===== src/rtl/cskc_pkg.sv =====
// ----------------------------------------------------------------------------
// cskc_pkg
// shared sizes, types and result codes of the clock sweep key cache
// ----------------------------------------------------------------------------
package cskc_pkg;

  localparam int ENTRIES  = 16;
  localparam int KEY_BITS = 32;

  localparam int IDX_W = (ENTRIES > 1) ? $clog2(ENTRIES) : 1;
  localparam int CNT_W = $clog2(ENTRIES + 1);

  localparam int CAP_W   = 5;
  localparam int STAT_W  = 3;
  localparam int SLOT_W  = 4;
  localparam int KIN_W   = 32;

  localparam logic [CAP_W-1:0] CAP_RESET = CAP_W'(16);

  localparam logic [STAT_W-1:0] ST_GET_HIT     = 3'd0;
  localparam logic [STAT_W-1:0] ST_GET_MISS    = 3'd1;
  localparam logic [STAT_W-1:0] ST_PUT_PRESENT = 3'd2;
  localparam logic [STAT_W-1:0] ST_PUT_FREE    = 3'd3;
  localparam logic [STAT_W-1:0] ST_PUT_REPLACE = 3'd4;

  localparam logic CMD_GET = 1'b0;
  localparam logic CMD_PUT = 1'b1;

  typedef logic [KEY_BITS-1:0] key_t;
  typedef logic [IDX_W-1:0]    idx_t;
  typedef logic [CNT_W-1:0]    cnt_t;

  typedef struct packed {
    logic rd_en;
    idx_t rd_addr;
    logic wr_en;
    idx_t wr_addr;
    key_t wr_data;
  } store_req_t;

  typedef struct packed {
    key_t rd_data;
    logic match;
  } store_rsp_t;

endpackage


===== src/rtl/cskc_store.sv =====
// ----------------------------------------------------------------------------
// cskc_store
// key memory with registered read and the shared key comparator
// ----------------------------------------------------------------------------
module cskc_store (
  input  logic                clk_i,
  input  cskc_pkg::store_req_t req_i,
  input  cskc_pkg::key_t      key_i,
  output cskc_pkg::store_rsp_t rsp_o
);
  import cskc_pkg::*;

  key_t mem [ENTRIES];
  key_t rd_data_q;

  always_ff @(posedge clk_i) begin
    if (req_i.wr_en) begin
      mem[req_i.wr_addr] <= req_i.wr_data;
    end
    if (req_i.rd_en) begin
      rd_data_q <= mem[req_i.rd_addr];
    end
  end

  // shared compare unit
  assign rsp_o.rd_data = rd_data_q;
  assign rsp_o.match   = (rd_data_q == key_i);

endmodule


===== src/rtl/clock_sweep_key_cache_core.sv =====
// ----------------------------------------------------------------------------
// clock_sweep_key_cache_core
// key cache with clock (second-chance) replacement, scanned one slot at a time
//
//   channel | direction | signals
//   in      | input     | in_valid_i, in_ready_o, command_i, key_in_i
//   out     | output    | out_valid_o, out_ready_i, status_o, slot_o, key_out_o
//   cfg     | input     | cfg_valid_i, cfg_ready_o, cfg_capacity_i
//
// one transaction at a time; the single key comparator and memory read port
// set the pace: each filled slot scanned is read, then compared; a hit, a
// miss or a put into a free slot then finishes through the done step.
// a replacement clears set reference bits (up to capacity), then replaces one.
// reset clears reference bits, hand and fill count; key memory needs no clear.
// a waiting result stalls the next transaction at its last step, so input
// ready stays low until the output register frees up.
// ----------------------------------------------------------------------------
module clock_sweep_key_cache_core (
  input  logic                           clk_i,
  input  logic                           rst_ni,
  input  logic                           in_valid_i,
  output logic                           in_ready_o,
  input  logic                           command_i,
  input  logic signed [cskc_pkg::KIN_W-1:0] key_in_i,
  output logic                           out_valid_o,
  input  logic                           out_ready_i,
  output logic [cskc_pkg::STAT_W-1:0]    status_o,
  output logic [cskc_pkg::SLOT_W-1:0]    slot_o,
  output logic signed [cskc_pkg::KIN_W-1:0] key_out_o,
  input  logic                           cfg_valid_i,
  output logic                           cfg_ready_o,
  input  logic [cskc_pkg::CAP_W-1:0]     cfg_capacity_i
);
  import cskc_pkg::*;

  localparam logic [2:0] S_IDLE    = 3'd0;
  localparam logic [2:0] S_SCAN_RD = 3'd1;
  localparam logic [2:0] S_SCAN_CM = 3'd2;
  localparam logic [2:0] S_MISS    = 3'd3;
  localparam logic [2:0] S_SWEEP   = 3'd4;
  localparam logic [2:0] S_REPL    = 3'd5;
  localparam logic [2:0] S_DONE    = 3'd6;

  logic [2:0]         state_q, state_d;
  logic [CAP_W-1:0]   cap_q, cap_d;
  logic [ENTRIES-1:0] ref_q, ref_d;
  idx_t               hand_q, hand_d;
  cnt_t               fill_q, fill_d;
  idx_t               idx_q, idx_d;
  logic               cmd_q, cmd_d;
  key_t               key_q, key_d;
  logic [STAT_W-1:0]  res_stat_q, res_stat_d;
  idx_t               res_slot_q, res_slot_d;
  key_t               res_key_q, res_key_d;
  logic               out_valid_q, out_valid_d;
  logic [STAT_W-1:0]  out_stat_q, out_stat_d;
  logic [SLOT_W-1:0]  out_slot_q, out_slot_d;
  logic [KIN_W-1:0]   out_key_q, out_key_d;

  cnt_t        cap_eff;
  logic [63:0] key_wide;
  logic [63:0] res_key_wide;
  idx_t        idx_next;
  store_req_t  req;
  store_rsp_t  rsp;

  cskc_store u_store (
    .clk_i (clk_i),
    .req_i (req),
    .key_i (key_q),
    .rsp_o (rsp)
  );

  always_comb begin
    if (cap_q == '0) begin
      cap_eff = cnt_t'(1);
    end else if (32'(cap_q) > 32'(ENTRIES)) begin
      cap_eff = cnt_t'(ENTRIES);
    end else begin
      cap_eff = cnt_t'(cap_q);
    end
  end

  assign key_wide     = {{32{key_in_i[KIN_W-1]}}, key_in_i};
  assign res_key_wide = 64'(res_key_q);
  assign idx_next     = ((cnt_t'(idx_q) + cnt_t'(1)) == cap_eff) ? '0 : idx_t'(idx_q + idx_t'(1));

  assign in_ready_o  = (state_q == S_IDLE);
  assign cfg_ready_o = 1'b1;
  assign out_valid_o = out_valid_q;
  assign status_o    = out_stat_q;
  assign slot_o      = out_slot_q;
  assign key_out_o   = out_key_q;

  always_comb begin
    state_d     = state_q;
    cap_d       = cap_q;
    ref_d       = ref_q;
    hand_d      = hand_q;
    fill_d      = fill_q;
    idx_d       = idx_q;
    cmd_d       = cmd_q;
    key_d       = key_q;
    res_stat_d  = res_stat_q;
    res_slot_d  = res_slot_q;
    res_key_d   = res_key_q;
    out_valid_d = out_valid_q;
    out_stat_d  = out_stat_q;
    out_slot_d  = out_slot_q;
    out_key_d   = out_key_q;
    req         = '0;

    if (cfg_valid_i) begin
      cap_d = cfg_capacity_i;
    end
    if (out_valid_q && out_ready_i) begin
      out_valid_d = 1'b0;
    end

    case (state_q)
      S_IDLE: begin
        if (in_valid_i) begin
          cmd_d   = command_i;
          key_d   = key_wide[KEY_BITS-1:0];
          idx_d   = '0;
          state_d = (fill_q == '0) ? S_MISS : S_SCAN_RD;
        end
      end
      S_SCAN_RD: begin
        req.rd_en   = 1'b1;
        req.rd_addr = idx_q;
        state_d     = S_SCAN_CM;
      end
      S_SCAN_CM: begin
        if (rsp.match) begin
          ref_d[idx_q] = 1'b1;
          res_slot_d   = idx_q;
          if (cmd_q == CMD_GET) begin
            res_stat_d = ST_GET_HIT;
            res_key_d  = rsp.rd_data;
          end else begin
            res_stat_d = ST_PUT_PRESENT;
            res_key_d  = '0;
          end
          state_d = S_DONE;
        end else if ((cnt_t'(idx_q) + cnt_t'(1)) == fill_q) begin
          state_d = S_MISS;
        end else begin
          idx_d   = idx_t'(idx_q + idx_t'(1));
          state_d = S_SCAN_RD;
        end
      end
      S_MISS: begin
        if (cmd_q == CMD_GET) begin
          res_stat_d = ST_GET_MISS;
          res_slot_d = '0;
          res_key_d  = '0;
          state_d    = S_DONE;
        end else if (fill_q < cap_eff) begin
          req.wr_en          = 1'b1;
          req.wr_addr        = idx_t'(fill_q);
          req.wr_data        = key_q;
          ref_d[idx_t'(fill_q)] = 1'b1;
          fill_d             = cnt_t'(fill_q + cnt_t'(1));
          res_stat_d         = ST_PUT_FREE;
          res_slot_d         = idx_t'(fill_q);
          res_key_d          = '0;
          state_d            = S_DONE;
        end else begin
          idx_d   = (cnt_t'(hand_q) < cap_eff) ? hand_q : '0;
          state_d = S_SWEEP;
        end
      end
      S_SWEEP: begin
        if (ref_q[idx_q]) begin
          ref_d[idx_q] = 1'b0;
          idx_d        = idx_next;
        end else begin
          req.rd_en   = 1'b1;
          req.rd_addr = idx_q;
          state_d     = S_REPL;
        end
      end
      S_REPL: begin
        req.wr_en    = 1'b1;
        req.wr_addr  = idx_q;
        req.wr_data  = key_q;
        ref_d[idx_q] = 1'b1;
        hand_d       = idx_next;
        res_stat_d   = ST_PUT_REPLACE;
        res_slot_d   = idx_q;
        res_key_d    = rsp.rd_data;
        state_d      = S_DONE;
      end
      S_DONE: begin
        if (!out_valid_q || out_ready_i) begin
          out_valid_d = 1'b1;
          out_stat_d  = res_stat_q;
          out_slot_d  = SLOT_W'(res_slot_q);
          out_key_d   = res_key_wide[KIN_W-1:0];
          state_d     = S_IDLE;
        end
      end
      default: begin
        state_d = S_IDLE;
      end
    endcase
  end

  always_ff @(posedge clk_i or negedge rst_ni) begin
    if (!rst_ni) begin
      state_q     <= S_IDLE;
      cap_q       <= CAP_RESET;
      ref_q       <= '0;
      hand_q      <= '0;
      fill_q      <= '0;
      out_valid_q <= 1'b0;
    end else begin
      state_q     <= state_d;
      cap_q       <= cap_d;
      ref_q       <= ref_d;
      hand_q      <= hand_d;
      fill_q      <= fill_d;
      out_valid_q <= out_valid_d;
    end
  end

  // payload registers
  always_ff @(posedge clk_i) begin
    idx_q      <= idx_d;
    cmd_q      <= cmd_d;
    key_q      <= key_d;
    res_stat_q <= res_stat_d;
    res_slot_q <= res_slot_d;
    res_key_q  <= res_key_d;
    out_stat_q <= out_stat_d;
    out_slot_q <= out_slot_d;
    out_key_q  <= out_key_d;
  end

endmodule

===== config.mk =====
export PLATFORM = sky130hd
export DESIGN_NAME = clock_sweep_key_cache_core
export DESIGN_NICKNAME = d
export VERILOG_FILES = /design/src/rtl/cskc_pkg.sv /design/src/rtl/cskc_store.sv /design/src/rtl/clock_sweep_key_cache_core.sv
export SDC_FILE = /design/constraint.sdc
export NUM_CORES = 1
export LEC_CHECK = 0
export ABC_CLOCK_PERIOD_IN_PS = 7200
export BUFFER_PORTS_ARGS = -buffer_cell sky130_fd_sc_hd__buf_2
export CAP_MARGIN = 20
export CORE_MARGIN = 2
export CORE_UTILIZATION = 40
export DETAILED_ROUTE_END_ITERATION = 8
export GPL_TIMING_DRIVEN = 0
export PLACE_DENSITY = 0.63
export SETUP_SLACK_MARGIN = 0.1
export SLEW_MARGIN = 20
export SYNTH_ARGS = -nofsm -noshare
export SYNTH_HDL_FRONTEND = slang
export SYNTH_SLANG_ARGS = --single-unit

===== constraint.sdc =====
create_clock -name clk_i -period 7.2 [get_ports clk_i]
set_input_delay 2.16 -clock clk_i [delete_from_list [all_inputs] [get_ports clk_i]]
set_output_delay 2.16 -clock clk_i [all_outputs]
set_load 0.1 [all_outputs]

==> metrics.cfg, run 1 <==
[logic_synthesis]
netlist-cell-type-count=65
async_flop_share_pct=4.906
yosys_warnings=0
synthesis.nets=1578
synth_area_leaders=edfxtp_1, mux4_2, dfrtp_1, and2_1, mux2i_1
synth_largest_area_cell=edfxtp_1
synth_seq_cells=693
netlist_area_sq_um=27730
synth_edf_count=659
synth_ff_type=edfxtp_1
synthCells=1520
yosysSeqAreaShare_pct=74.43
synthTopCellsByCount=edfxtp_1, mux4_2, nor2_1
synth_top_area_share_pct=71.36
synth.avg_cell_area_sq_um=18.24
synth.most_common_cell=edfxtp_1

[global_route]
grt_overflow=0
grtUsageTotal_pct=19.91
grt_pass1_vias=15420
grt_pass1_wl_mm=102.7
grt_max_degree=35
antenna_found_initial=3

[setup_path]
cp.arrival_ps=2300
crit_path_end_kind=output pin
reg2reg_slack_ps=2820
r2r.worst_path.cells=14
cp-start-kind=flip-flop
cp_max_fo=10
cp.required_ps=5040
crit_type=reg -> out

[pwr]
p_int_mw=8.888
power_mw=13.47
p_switching_mw=4.587
p_per_area_nw_per_um2=416.4
p_seq_share_pct=40.9
combPwrFrac_pct=32.1
sw_frac_of_total_pct=34.04
leakage_nw=10.66
vdd_drop_max_v=0.0002427
power_frac_clock_pct=26.9

[timing]
slew_violations=0
tightest_slew_ps=1136
hold_viol=0
hold-worst-slack_ps=415.3
skew_ps=20.49
period_needed_ps=4459
period_share_pct=61.93
setup_viol=0
max_freq_mhz=224.3
rsz0062_at_grt=no
slew_headroom_pct=24.29
setup_tns_ps=0

[clock_tree]
cts_tree=done
cts_max_path_buffers=3
post_cts.repair.setup_buffers=0
cts-root-buf=clkbuf_16
clk_pin_slew_worst_paths_ps=70
cts_hold_buf=0
cts_sinks=693
htree_num_levels=3
cts_inserted_buffers=69
clock_latency_ps=620
cts_resized=0

[run_status]
status=finished clean

[route]
drt_iter0_markers=1854
drc=0
avgRoutedWirePerCell_um=26.08
wirelength_mm=69.99
final_antenna_net_count=0
drt_first_pass_iters=6
route.vias.total=15050
vias_per_cell=5.606

[placement]
port_buffers=82
placed_area_sq_um=30090
place_hpwl_mm=47.13
place_congestion=0.8863

[floorplanning]
die_w_um=267.3
row_count=96
coreArea_sq_um=68590
die-height_um=267.3
start_util_pct=40.43
dieArea_sq_um=71450
ios=85

[finish]
area_delta_synth_final_pct=16.68
multi_input_area_sq_um=6748
diodes=0
seq_area_sq_um=20640
final_area_sq_um=32360
fin_nets=1760
drive_above_1_share_pct=25.67
fillers=5688
fin_util_pct=47.18

[worst_hold_path]
hp-class=reg -> reg
whs_path_depth=0

[flow_run]
max-cap-violations=0

-- cells by family after synthesis --
logic type / Yosys count / synth area share (%)
xor gates and xnor gates: 45 / 1.421
buffers and inverters: 105 / 1.814
AOI/OAI and AO/OA: 226 / 5.911
and+or+nand+nor: 260 / 4.823
DFF: 693 / 74.43
adders and majority gates: 15 / 0.6768
muxes: 175 / 10.91
other: 1 / 0.01352
-- critical path: stages, from the launching register on --
cell	delay [ps]
dfrtp_1	450
clkbuf_1	250
buf_1	300
nor3_1	220
buf_2	460
-- power groups by stage --
stage	clock (mW)	sequential (mW)	combinational (mW)
after floorplan	0	5.77	2.57
after global placement	0	5.63	4.09
after detailed placement	0	5.59	4.30
after CTS	3.68	5.51	4.33
after global routing	3.84	5.56	4.60
final	3.63	5.52	4.33
-- registers in the layout, summed over array words and instances (netlist names) --
| name | count |
|---|---|
| slot_o | 4 |
| ref_q | 16 |
| out_valid_o | 1 |
| hand_q | 4 |
| status_o | 3 |
| idx_q | 4 |
| u_store.rd_data_q | 32 |
| key_out_o | 32 |
| cmd_q | 1 |
| u_store.mem | 512 |
| fill_q | 5 |
| res_stat_q | 3 |
| cap_q | 5 |
| key_q | 32 |
| state_q | 3 |
| res_slot_q | 4 |
| res_key_q | 32 |
-- cell type report --
| cell class | instances | area share, % |
|---|---|---|
| tap | 931 | 3.600 |
| multi-input combinational | 722 | 20.85 |
| clock buffer | 83 | 5.696 |
| clock inverter | 39 | 1.288 |
| sequential | 693 | 63.79 |
| inverter | 15 | 0.1740 |
| buffer | 90 | 1.384 |
| timing repair buffer | 111 | 3.217 |
-- worst paths after layout --
kind / startpoint / to
setup / recovery: state_q[0] / in_ready_o
hold / removal: res_key_q[15] / key_out_o[15]
setup reg to reg: idx_q[1] / idx_q[1]
hold reg to reg: res_key_q[15] / key_out_o[15]
max in group asynchronous: rst_ni / hand_q[2]
min in group asynchronous: rst_ni / ref_q[0]
-- placed cells by master, fill, tap and decap left out, types with 5 or more instances in the layout --
cell type	instances
buf_4	14
buf_16	15
edfxtp_1	659
nor2_4	19
dfrtp_1	33
buf_2	105
nand2b_1	5
buf_12	9
clkinv_2	10
nand4_1	7
mux4_2	98
a21oi_1	6
a22oi_1	16
xor2_1	37
mux2i_1	42
a2bb2oi_1	12
nor2_1	53
bufinv_16	8
o221a_2	31
buf_1	5
nor4_1	10
o21ai_1	30
a31oi_1	6
xnor2_1	8
nand3_1	34
nor2b_1	5
mux2_2	34
ha_1	15
clkbuf_2	5
clkbuf_16	72
clkinv_1	15
nor3_1	6
clkbuf_1	54
and2_1	69
inv_1	11
nand2_1	35
o21ai_0	50
a211oi_1	33
-- layer usage --
| metal | vias to the layer above | wire (um) | global-route usage [%] |
|---|---|---|---|
| met5 | - | 0 | 0 |
| met4 | 0 | 1574 | 5.162 |
| met3 | 124 | 5738 | 4.809 |
| met2 | 651 | 32410 | 31.13 |
| met1 | 7790 | 30270 | 28.06 |
| li1 | 6482 | - | - |
-- stage by stage --
stage               worst slack (ps)  cells
floorplan                       2132   1520
global placement               -1774   2533
detailed placement              2771   2562
CTS                             2730   2684
global route                    2611   2684
finish                          2741   2684
Note: power is estimated with default switching activity, not from simulation.
==> run 2: changes to the inputs <==
ABC_CLOCK_PERIOD_IN_PS = 3780   (was 7200)
PLACE_DENSITY = 0.65   (was 0.63)
clock period = 3.78 ns   (was 7.2 ns; I/O delays follow)
==> metrics.cfg, run 2 (synthesis results as in run 1) <==
[timing]
tightest_slew_ps=1117
rsz0062_at_grt=no
slew_violations=0
setup_viol=0
max_freq_mhz=282.2
period_share_pct=93.76
period_needed_ps=3544
slew_headroom_pct=25.52
hold_viol=0
skew_ps=28.34

[global_route]
grt_max_degree=35
grtUsageTotal_pct=19.83
grt_pass1_vias=15570
antenna_found_initial=3
grt_overflow=0
grt_pass1_wl_mm=102.1

[placement]
place_hpwl_mm=46.74
port_buffers=82
dp_cells=2561
placed_area_sq_um=30140
place_congestion=0.8800

[setup_path]
cp_common_cell=buf_16
cp-start-kind=flip-flop
crit_slowest_cell=a32oi_1
cp_max_fo=15
cp.arrival_ps=3900
cp.required_ps=4140
crit_chain=buf_2 -> nand2b_1 -> or2_2 -> clkinv_1 -> and3_1 -> a32oi_1 -> nor2_4 -> buf_16 -> buf_16
cp_num_cells=9
critical_path.top_delay_family=simple AND/OR/NAND/NOR gates
critPathMaxStageDelay_ps=850
crit_type=reg -> reg
worst-path-buf-inv=4
r2r.worst_path.cells=9
crit_path_end_kind=flip-flop

[route]
final_antenna_net_count=0
drt_iter0_markers=1832
vias_per_cell=5.647
wirelength_mm=70.25
route.vias.total=15310
drt_first_pass_iters=7
avgRoutedWirePerCell_um=25.91
drc=0

[flow_run]
max-cap-violations=0

[floorplanning]
die-height_um=267.3
coreArea_sq_um=68590
start_util_pct=40.43
row_count=96
dieArea_sq_um=71450
ios=85
die_w_um=267.3

[pwr]
leakage_nw=10.83
power_mw=25.58
p_per_area_nw_per_um2=782.0
vdd_drop_max_v=0.0005503

[finish]
final_common_cell=edfxtp_1
top_register=u_store.mem
largest_reg_flops=512
final_cell_count_no_fill=2711
drive_above_1_share_pct=27.11
final_area_sq_um=32710
fin_nets=1779
area_delta_synth_final_pct=17.95
fillers=5637
final_cell_mix=edfxtp_1, buf_2, mux4_2, clkbuf_16, and2_1

[clock_tree]
cts_inserted_buffers=70
cts-root-buf=clkbuf_16
htree_num_levels=3
clock_latency_ps=610
clk_pin_slew_worst_paths_ps=60
cts_sinks=693
cts_max_path_buffers=3
cts_tree=done
cts_hold_buf=0

[worst_hold_path]
hp-class=reg -> reg
whs_path_depth=0

[run_status]
status=finished clean

-- run 2: metrics by stage --
stage | setup WS, ps | hold WS, ps | util, % | setup TNS (ps)
after floorplan | -257.0 | 400.3 | - | -65120
after global placement | -2468 | 406.0 | 42.77 | -1038960
after detailed placement | -589.3 | 404.5 | 43.95 | -174700
after CTS | 62.59 | 417.8 | 47.61 | 0
after global routing | 106.4 | 427.0 | 47.68 | 0
final | 235.8 | 417.3 | 47.69 | 0
-- run 2: power by group --
group	internal, mW	switching, mW
sequential	9.99	0.534
clock	3.88	2.83
combinational	2.95	5.38
total	16.8	8.75
-- run 2: final timing paths --
check | end | slack, ps | start
max | u_store.mem[9][11] | 240 | state_q[2]
max reg2reg | u_store.mem[9][11] | 240 | state_q[2]
max in group asynchronous | ref_q[5] | 2620 | rst_ni
min in group asynchronous | cap_q[2] | 630 | rst_ni
min | key_out_o[30] | 420 | res_key_q[30]
min reg2reg | key_out_o[30] | 420 | res_key_q[30]
-- run 2: cell type report --
class | instances | area (sq um) | share of cell area (%)
clock inverters | 40 | 324.1 | 0.9907
inverters | 15 | 61.31 | 0.1874
repair buffers | 128 | 1329 | 4.062
flip-flops and latches | 693 | 20640 | 63.11
plain buffers | 90 | 476.7 | 1.457
multi-input cells | 723 | 6820 | 20.85
clock buffers | 89 | 1887 | 5.768
well taps | 931 | 1165 | 3.561
diodes | 2 | 5.005 | 0.01530
-- run 2: worst register-to-register path: cells and delay by family (launching register included) --
kind	cells	cell delay, ps
AOI/OAI and AO/OA	1	850
buffers and inverters	4	930
DFF	1	350
and+or+nand+nor	4	1150
-- run 2: timing repair --
action / CTS / global route
cloned: 1 / 0
resized for setup: 18 / 12
endpoints found under the setup margin: 1031 / 1002
buffers inserted: 16 / 2
pin swaps: 17 / 3
-- run 2: metal layers --
layer	GRT usage [%]	routed length, um	part of all wire, %
met5	0	0	0
met4	6.347	2042	2.9
met3	5.554	6504	9.3
met2	30.89	32220	46
met1	27.01	29480	42
==> run 3: changes to the inputs <==
CORE_ASPECT_RATIO = 0.8   (was unset)
CTS_BUF_LIST = sky130_fd_sc_hd__clkbuf_16   (was unset)
==> metrics.cfg, run 3 (synthesis results as in run 1) <==
[clock_tree]
cts_tree=done
cts_max_path_buffers=3
clk_pin_slew_worst_paths_ps=60
cts-root-buf=clkbuf_16
clock_latency_ps=610
cts_inserted_buffers=70
htree_num_levels=3
cts_sinks=693

[finish]
fin_util_pct=47.57
final_cell_mix=edfxtp_1, buf_2, mux4_2, clkbuf_16, and2_1
drive_above_1_share_pct=27.72
top_register=u_store.mem
diodes=0
final_common_cell=edfxtp_1
largest_reg_flops=512
area_delta_synth_final_pct=17.95
fin_nets=1787

[timing]
tightest_slew_ps=1066
slew_headroom_pct=28.92
skew_ps=28.82
period_share_pct=94.84
period_needed_ps=3585
hold_viol=0
slew_violations=0
max_freq_mhz=279.0
rsz0062_at_grt=no
setup_viol=0

[global_route]
grtUsageTotal_pct=19.56
grt_overflow=0
grt_max_degree=35
grt_pass1_wl_mm=101.6
antenna_found_initial=3
grt_pass1_vias=15090

[route]
drt_first_pass_iters=7
drt_iter0_markers=1816
drc=0
avgRoutedWirePerCell_um=25.83
final_antenna_net_count=0
vias_per_cell=5.644
route.vias.total=15270
wirelength_mm=69.89

[setup_path]
crit_type=reg -> reg
cp.required_ps=4070
cp_max_fo=15
cp.arrival_ps=3870
cp-start-kind=flip-flop
crit_path_end_kind=flip-flop

[floorplanning]
die_w_um=298.4
coreArea_sq_um=68760
ios=85
dieArea_sq_um=71460
start_util_pct=40.33
die-height_um=239.5
row_count=86

[placement]
place_congestion=0.8746
port_buffers=82
place_hpwl_mm=47.75

[pwr]
leakage_nw=10.92
vdd_drop_max_v=0.0003551
p_per_area_nw_per_um2=776.8
power_mw=25.41

[flow_run]
max-cap-violations=0

[worst_hold_path]
hp-class=reg -> reg

[run_status]
status=finished clean

-- run 3: cell count changes in the layout (fill, tap and decap cells not counted), moves of 2 or more --
cell | before | now
buf_16 | 16 | 18
buf_4 | 16 | 22
bufinv_16 | 5 | 1
clkbuf_1 | 51 | 36
clkinv_1 | 19 | 10
clkinv_2 | 12 | 18
diode_2 | 2 | 0
inv_1 | 11 | 27
-- run 3: timing repair --
item,in CTS,in global routing
setup buffers,21,6
endpoints found under the setup margin,1025,1018
hold buffers,0,0
pin swaps,15,3
gates resized for setup,15,10
-- run 3: worst max-delay path, cell delays in order (launching register included) --
cell and delay [ps]:
edfxtp_1 550, clkbuf_2 420, clkbuf_2 440, clkbuf_1 670, a32oi_2 450, nor2_4 320, buf_16 190, buf_16 170
-- run 3: power breakdown --
group	total, mW	switching, mW	internal (mW)
logic	8.41	5.36	3.05
registers	10.5	0.543	9.99
clock network	6.47	2.85	3.62
-- run 3: path summary, 6_finish.rpt --
| kind | startpoint | to | slack, ps | depth (start not counted) |
|---|---|---|---|---|
| setup / recovery | idx_q[0] | u_store.mem[11][22] | 200 | 7 |
| hold / removal | res_key_q[5] | key_out_o[5] | 410 | 0 |
| setup reg to reg | idx_q[0] | u_store.mem[11][22] | 200 | 7 |
| hold reg to reg | res_key_q[5] | key_out_o[5] | 410 | 0 |
| max in group asynchronous | rst_ni | ref_q[14] | 2590 | 1 |
| min in group asynchronous | rst_ni | fill_q[0] | 620 | 1 |
-- run 3: metal layers --
metal | global-route usage [%] | wire, um
met4 | 6.533 | 1989
met2 | 29.75 | 31630
met3 | 3.846 | 5466
met5 | 0 | 0
met1 | 28.28 | 30800
-- run 3: metrics by stage --
stage / hold WS (ps) / area (sq um) / instances / worst slack [ps] / TNS [ps]
after floorplan: 400.3 / 27760 / 1520 / -257.0 / -65120
after global placement: 401.7 / 29330 / 2526 / -2673 / -1090120
after detailed placement: 404.5 / 30130 / 2554 / -722.9 / -207970
after CTS: 416.2 / 32620 / 2700 / 67.46 / 0
after global routing: 425.4 / 32710 / 2706 / 96.01 / 0
final: 414.7 / 32710 / 2706 / 195.2 / 0
-- run 3: layout make-up --
class / count / area [sq um]
Buffer: 90 / 470.5
Sequential cell: 693 / 20640
Clock inverter: 51 / 280.3
Inverter: 15 / 57.56
Clock buffer: 74 / 1852
Multi-Input combinational cell: 722 / 6799
Fill cell: 5659 / 36050
Tap cell: 924 / 1156
Timing Repair Buffer: 137 / 1453
